## src/rtl/pfb_pkg.sv

```systemverilog
// shared constants, types and helpers for the page framebuffer blit and refresh block
package pfb_pkg;

    // panel geometry
    localparam int PAGES   = 8;
    localparam int COLUMNS = 128;
    localparam int DEPTH   = PAGES * COLUMNS;
    localparam int ADDR_W  = $clog2(DEPTH);

    // page numbers run past the panel before clipping, so they get room up to 31
    localparam int PG_W  = 5;
    // pixel row width, page number plus bit within the page
    localparam int PX_W  = PG_W + 3;
    // column counts and column sums reach up to 382
    localparam int CNT_W = 9;

    localparam logic [PG_W-1:0]  PAGES_C = PG_W'(PAGES);
    localparam logic [PG_W-1:0]  LAST_PG = PG_W'(PAGES - 1);
    localparam logic [CNT_W-1:0] COLS_C  = CNT_W'(COLUMNS);

    // address commands sent ahead of each page
    localparam int         ADDR_CMDS  = 3;
    localparam logic [7:0] CMD_PAGE   = 8'hB0;
    localparam logic [7:0] CMD_COL_HI = 8'h10;

    // item kinds on the input channel
    typedef enum logic [1:0] {
        CMD_BEGIN = 2'd0,
        CMD_SRC   = 2'd1,
        CMD_FLUSH = 2'd2
    } t_cmd;

    // input payload fields
    typedef struct packed {
        logic [7:0] src_byte;
        logic [7:0] fill_byte;
        logic       fill_mode;
        logic [6:0] h;
        logic [7:0] w;
        logic [5:0] y;
        logic [6:0] x;
    } t_fields;

    // controller to datapath commands
    typedef struct packed {
        logic clr_step;
        logic begin_rgn;
        logic fill_step;
        logic src_start;
        logic draw_step;
        logic flush_step;
        logic out_load;
    } t_dp_cmd;

    // datapath to controller status
    typedef struct packed {
        logic clr_done;
        logic fill_empty;
        logic fill_last;
        logic src_ok;
        logic draw_last;
        logic flush_has;
        logic out_free;
    } t_dp_stat;

    // command bytes reach the pins bit-reversed
    function automatic logic [7:0] rev8(input logic [7:0] v);
        logic [7:0] r;
        for (int b = 0; b < 8; b++) begin
            r[7 - b] = v[b];
        end
        return r;
    endfunction

endpackage

```

## src/rtl/pfb_ctrl.sv

```systemverilog
// controller state machine: clearing pass, item dispatch, fill, draw and flush sequencing
module pfb_ctrl
    import pfb_pkg::*;
(
    input  logic     i_clk,
    input  logic     i_rst_n,
    input  logic     i_valid,
    input  t_cmd     i_cmd_code,
    input  logic     i_fill_mode,
    input  t_dp_stat i_stat,
    output logic     o_ready,
    output t_dp_cmd  o_cmd
);

    typedef enum logic [5:0] {
        ST_CLEAR = 6'b000001,
        ST_IDLE  = 6'b000010,
        ST_FILL  = 6'b000100,
        ST_DRAW  = 6'b001000,
        ST_DRAIN = 6'b010000,
        ST_FLUSH = 6'b100000
    } t_state;

    t_state r_state;
    t_state n_state;

    // state register
    always_ff @(posedge i_clk) begin
        if (!i_rst_n) begin
            r_state <= ST_CLEAR;
        end else begin
            r_state <= n_state;
        end
    end

    // next state and datapath commands
    always_comb begin
        n_state = r_state;
        o_cmd   = '0;
        o_ready = (r_state == ST_IDLE);
        case (r_state)
            ST_CLEAR: begin
                o_cmd.clr_step = 1'b1;
                if (i_stat.clr_done) n_state = ST_IDLE;
            end
            ST_IDLE: begin
                if (i_valid) begin
                    case (i_cmd_code)
                        CMD_BEGIN: begin
                            o_cmd.begin_rgn = 1'b1;
                            if (i_fill_mode) n_state = ST_FILL;
                        end
                        CMD_SRC: begin
                            if (i_stat.src_ok) begin
                                o_cmd.src_start = 1'b1;
                                n_state = ST_DRAW;
                            end
                        end
                        CMD_FLUSH: begin
                            if (i_stat.flush_has) begin
                                o_cmd.flush_step = 1'b1;
                                n_state = ST_FLUSH;
                            end
                        end
                        default: ;
                    endcase
                end
            end
            ST_FILL: begin
                if (i_stat.fill_empty) begin
                    n_state = ST_IDLE;
                end else begin
                    o_cmd.fill_step = 1'b1;
                    if (i_stat.fill_last) n_state = ST_DRAIN;
                end
            end
            ST_DRAW: begin
                o_cmd.draw_step = 1'b1;
                if (i_stat.draw_last) n_state = ST_DRAIN;
            end
            ST_DRAIN: begin
                n_state = ST_IDLE;
            end
            ST_FLUSH: begin
                if (i_stat.out_free) begin
                    o_cmd.out_load = 1'b1;
                    n_state = ST_IDLE;
                end
            end
            default: begin
                n_state = ST_CLEAR;
            end
        endcase
    end

endmodule

```

## config.mk

```make
export PLATFORM = sky130hd
export DESIGN_NAME = pfb_ctrl
export DESIGN_NICKNAME = d
export VERILOG_FILES = /design/src/rtl/pfb_pkg.sv /design/src/rtl/pfb_ctrl.sv
export SDC_FILE = /design/constraint.sdc
export NUM_CORES = 1
export LEC_CHECK = 0
export ABC_AREA = 1
export CORE_AREA = 5 5 42 44
export CTS_CLUSTER_DIAMETER = 120
export DETAILED_ROUTE_END_ITERATION = 10
export DIE_AREA = 0 0 47 49
export DONT_BUFFER_PORTS = 1
export GPL_ROUTABILITY_DRIVEN = 0
export GPL_TIMING_DRIVEN = 0
export SLEW_MARGIN = 20
export SYNTH_ARGS = -nofsm -noshare
export SYNTH_HDL_FRONTEND = slang
export SYNTH_SLANG_ARGS = --single-unit
export TNS_END_PERCENT = 100
```

## constraint.sdc

```tcl
create_clock -name i_clk -period 1.52 [get_ports i_clk]
set_clock_uncertainty 0.15 [all_clocks]
set_input_delay 0.228 -clock i_clk [delete_from_list [all_inputs] [get_ports i_clk]]
set_output_delay 0.228 -clock i_clk [all_outputs]
set_load 0.02 [all_outputs]
```

==> flow_summary.ini <==
[yosys]
ys_ff_latch = 6
syn_nets = 119
ys_top_cells_by_area = dfxtp_1 (21%), inv_1 (17%), nor2_1 (15%)
synth_ff_type = dfxtp_1
synth_warnings = 0
syn_area_sq_um = 567
netlist.area_leader.share_pct = 21.2
seq_area_frac_synth_pct = 21.2
yosysMostFrequentCell = inv_1
yosysTopAreaCell = dfxtp_1
synth_cells = 102
synth_cell_types = 15
synth-edff-count = 0
async_reset_ff_share_pct = 0
syn_avg_cell_area_sq_um = 5.56
synth_common_cells = inv_1 (26), nor2_1 (22), nand2_1 (17)

[critical_path]
start_kind = flop
cp_data_arrival_time_ps = 1440
worstSetupStartpoint = r_state[5]$_SDFFE_PN0P_
rrSetupSlack_ps = -20
r2r-start = r_state[5]$_SDFFE_PN0P_
rr_endpoint = r_state[2]$_SDFFE_PN0P_
required_ps = 1140
path_max_fanout = 6
critical_path_class = reg -> out
crit_end = o_cmd[3]
end_kind = output pin
r2r.worst_path.cells = 8

[clock_network]
htree_levels = 1
ctsLongestPathBuffers = 2
cts_inserted_buffers = 3
cts_tree = built
root_buffer = clkbuf_4
clk_latency_ps = 250
clock-sinks = 6
path_clk_slew_ps = 50

[placed_design]
port_buffers = 0
hpwl_microns = 1060

[final_layout]
area_growth_pct = 43.7
nNetsFinal = 132
fin_util_pct = 58.1
nFillCells = 139
layout-drive-gt1-share_pct = 38.9
top_register = r_state
antenna_cells = 0
largest_reg_flops = 6
seq_area_sq_um = 134
top_regs = r_state x6
multi_input_area_sq_um = 474

[pwr]
ir_worst_vdd_mv = 0.649
clockPowerShare_pct = 13.8
intPower_uw = 546
switchingPower_uw = 551
power_frac_seq_pct = 25.7
swShare_pct = 50.2
power.density_mw_per_mm2 = 1350
p_leak_nw = 0.415
p_comb_share_pct = 60.5

[floorplan]
die_h_microns = 49
die_w_microns = 47
pin_count = 21
fp-row-count = 14
dieArea_sq_mm = 0.00230
core_sq_mm = 0.00140
initial_utilization_pct = 40.4

[sta]
holdWs_ps = 55.5
rsz0062_at_grt = yes
slew_headroom_pct = 78.2
worst_pin_slew_ps = 326
hold_violations = 0
drv_slew = 0
clock.fmax_mhz = 549
post-route-min-period_ps = 1820
finalSetupViolCount = 6
setup_ws_ps = -301
fin_crit_sh_pct = 120

[routing]
viasPerCell = 4.77
ant_nets = 0
drt-pass1-iter-count = 4
post_drt_wl_per_cell_microns = 10.9
drt_iter0_markers = 9
wirelength_microns = 1410
route.detailed.drc = 0
num_vias = 615

[global_routing]
grt_max_degree = 7
grt_overflow = 0
globalRouteMet3Util_pct = 6.64
track_usage_pct = 13.9
busiest_layer = met2
grt_util_met1_pct = 15.0
use_met2_pct = 22.6
antenna_found_initial = 0
grt_pass1_vias = 624
grt_pass1_wl_microns = 2410

[job]
maxCapViolations = 0

[worst_hold_path]
hp-class = in -> reg

[run_status]
violations = negative setup slack
status = complete, but fails checks
==> per-stage QoR <==
stage | total power [mW] | instance area, sq um | TNS (ps) | setup slack, ps | std cells
floorplan | 0.670 | 593 | -175 | -66.4 | 102
global placement | 0.749 | 613 | -580 | -176 | 118
detailed placement | 0.754 | 613 | -684 | -188 | 118
CTS | 0.992 | 734 | -876 | -274 | 126
global route | 1.20 | 815 | -1650 | -389 | 129
finish | 1.10 | 815 | -911 | -301 | 129
==> worst min path at each step <==
stage,startpoint,endpoint,cells after the start
floorplan,i_rst_n,r_state[0]$_SDFFE_PN1P_,1
global placement,i_rst_n,r_state[0]$_SDFFE_PN1P_,1
detailed placement,i_rst_n,r_state[0]$_SDFFE_PN1P_,1
CTS,i_stat[6],r_state[0]$_SDFFE_PN1P_,3
global route,i_stat[5],r_state[4]$_SDFFE_PN0P_,3
finish,i_stat[5],r_state[4]$_SDFFE_PN0P_,3
==> worst max-delay path, cell delays in order (launching register included) <==
cell and delay [ps]:
dfxtp_2 330, nor2_4 140, nand2_2 80, nor2_4 270, nand2_4 130, nor3_4 250
==> area by class of cell <==
cell class / instances / area share [%]
Inverter: 27 / 12.4
Tap cell: 16 / 2.46
Multi-Input combinational cell: 69 / 58.2
Clock buffer: 3 / 2.76
Timing Repair Buffer: 8 / 7.68
Sequential cell: 6 / 16.4
==> power groups by stage <==
stage / registers (mW) / logic (mW) / clock network (mW)
after detailed placement: 0.257 / 0.496 / 0
final: 0.282 / 0.664 / 0.151
after CTS: 0.262 / 0.574 / 0.156
after global routing: 0.286 / 0.743 / 0.167
after global placement: 0.253 / 0.496 / 0
after floorplan: 0.248 / 0.422 / 0
==> kinds of logic (layout without fill, tap and decap cells) <==
group	count (synthesis)	in the layout	synth area share, %
buffers and inverters	27	38	17.9
DFF	6	6	21.2
AOI/OAI and AO/OA	5	5	4.41
adders and majority gates	4	4	8.83
and+or+nand+nor	60	60	47.7
==> routing by layer <==
layer,up-vias,share of wire [%]
li1,328,-
met1,268,39
met2,15,52
met3,4,6.9
met4,0,1.8
met5,-,0
==> layout by cell type (no fill, tap or decap) <==
master / instances
inv_1: 22
nor2_1: 13
nand2_1: 12
nor2_4: 10
nand3_1: 9
buf_4: 7
inv_2: 5
nand2_2: 5
ha_1: 4
a21oi_1: 3
clkbuf_4: 3
dfxtp_4: 3
nor2_2: 2
nor3_4: 2
nand3_2: 2
nand4_1: 2
dfxtp_2: 2
nand3_4: 1
nand2_4: 1
o21ai_2: 1
or2_0: 1
o21ai_1: 1
dlygate4sd3_1: 1
dfxtp_1: 1
==> repair_timing <==
action                                 CTS  global route
buffers inserted                         4             4
resized for setup                       16            23
setup endpoints to repair                9            13
pin swaps                                7             6
endpoints found under the hold margin    6             0
hold buffers                             1             0
No activity file was read; power rests on OpenSTA's default activity.
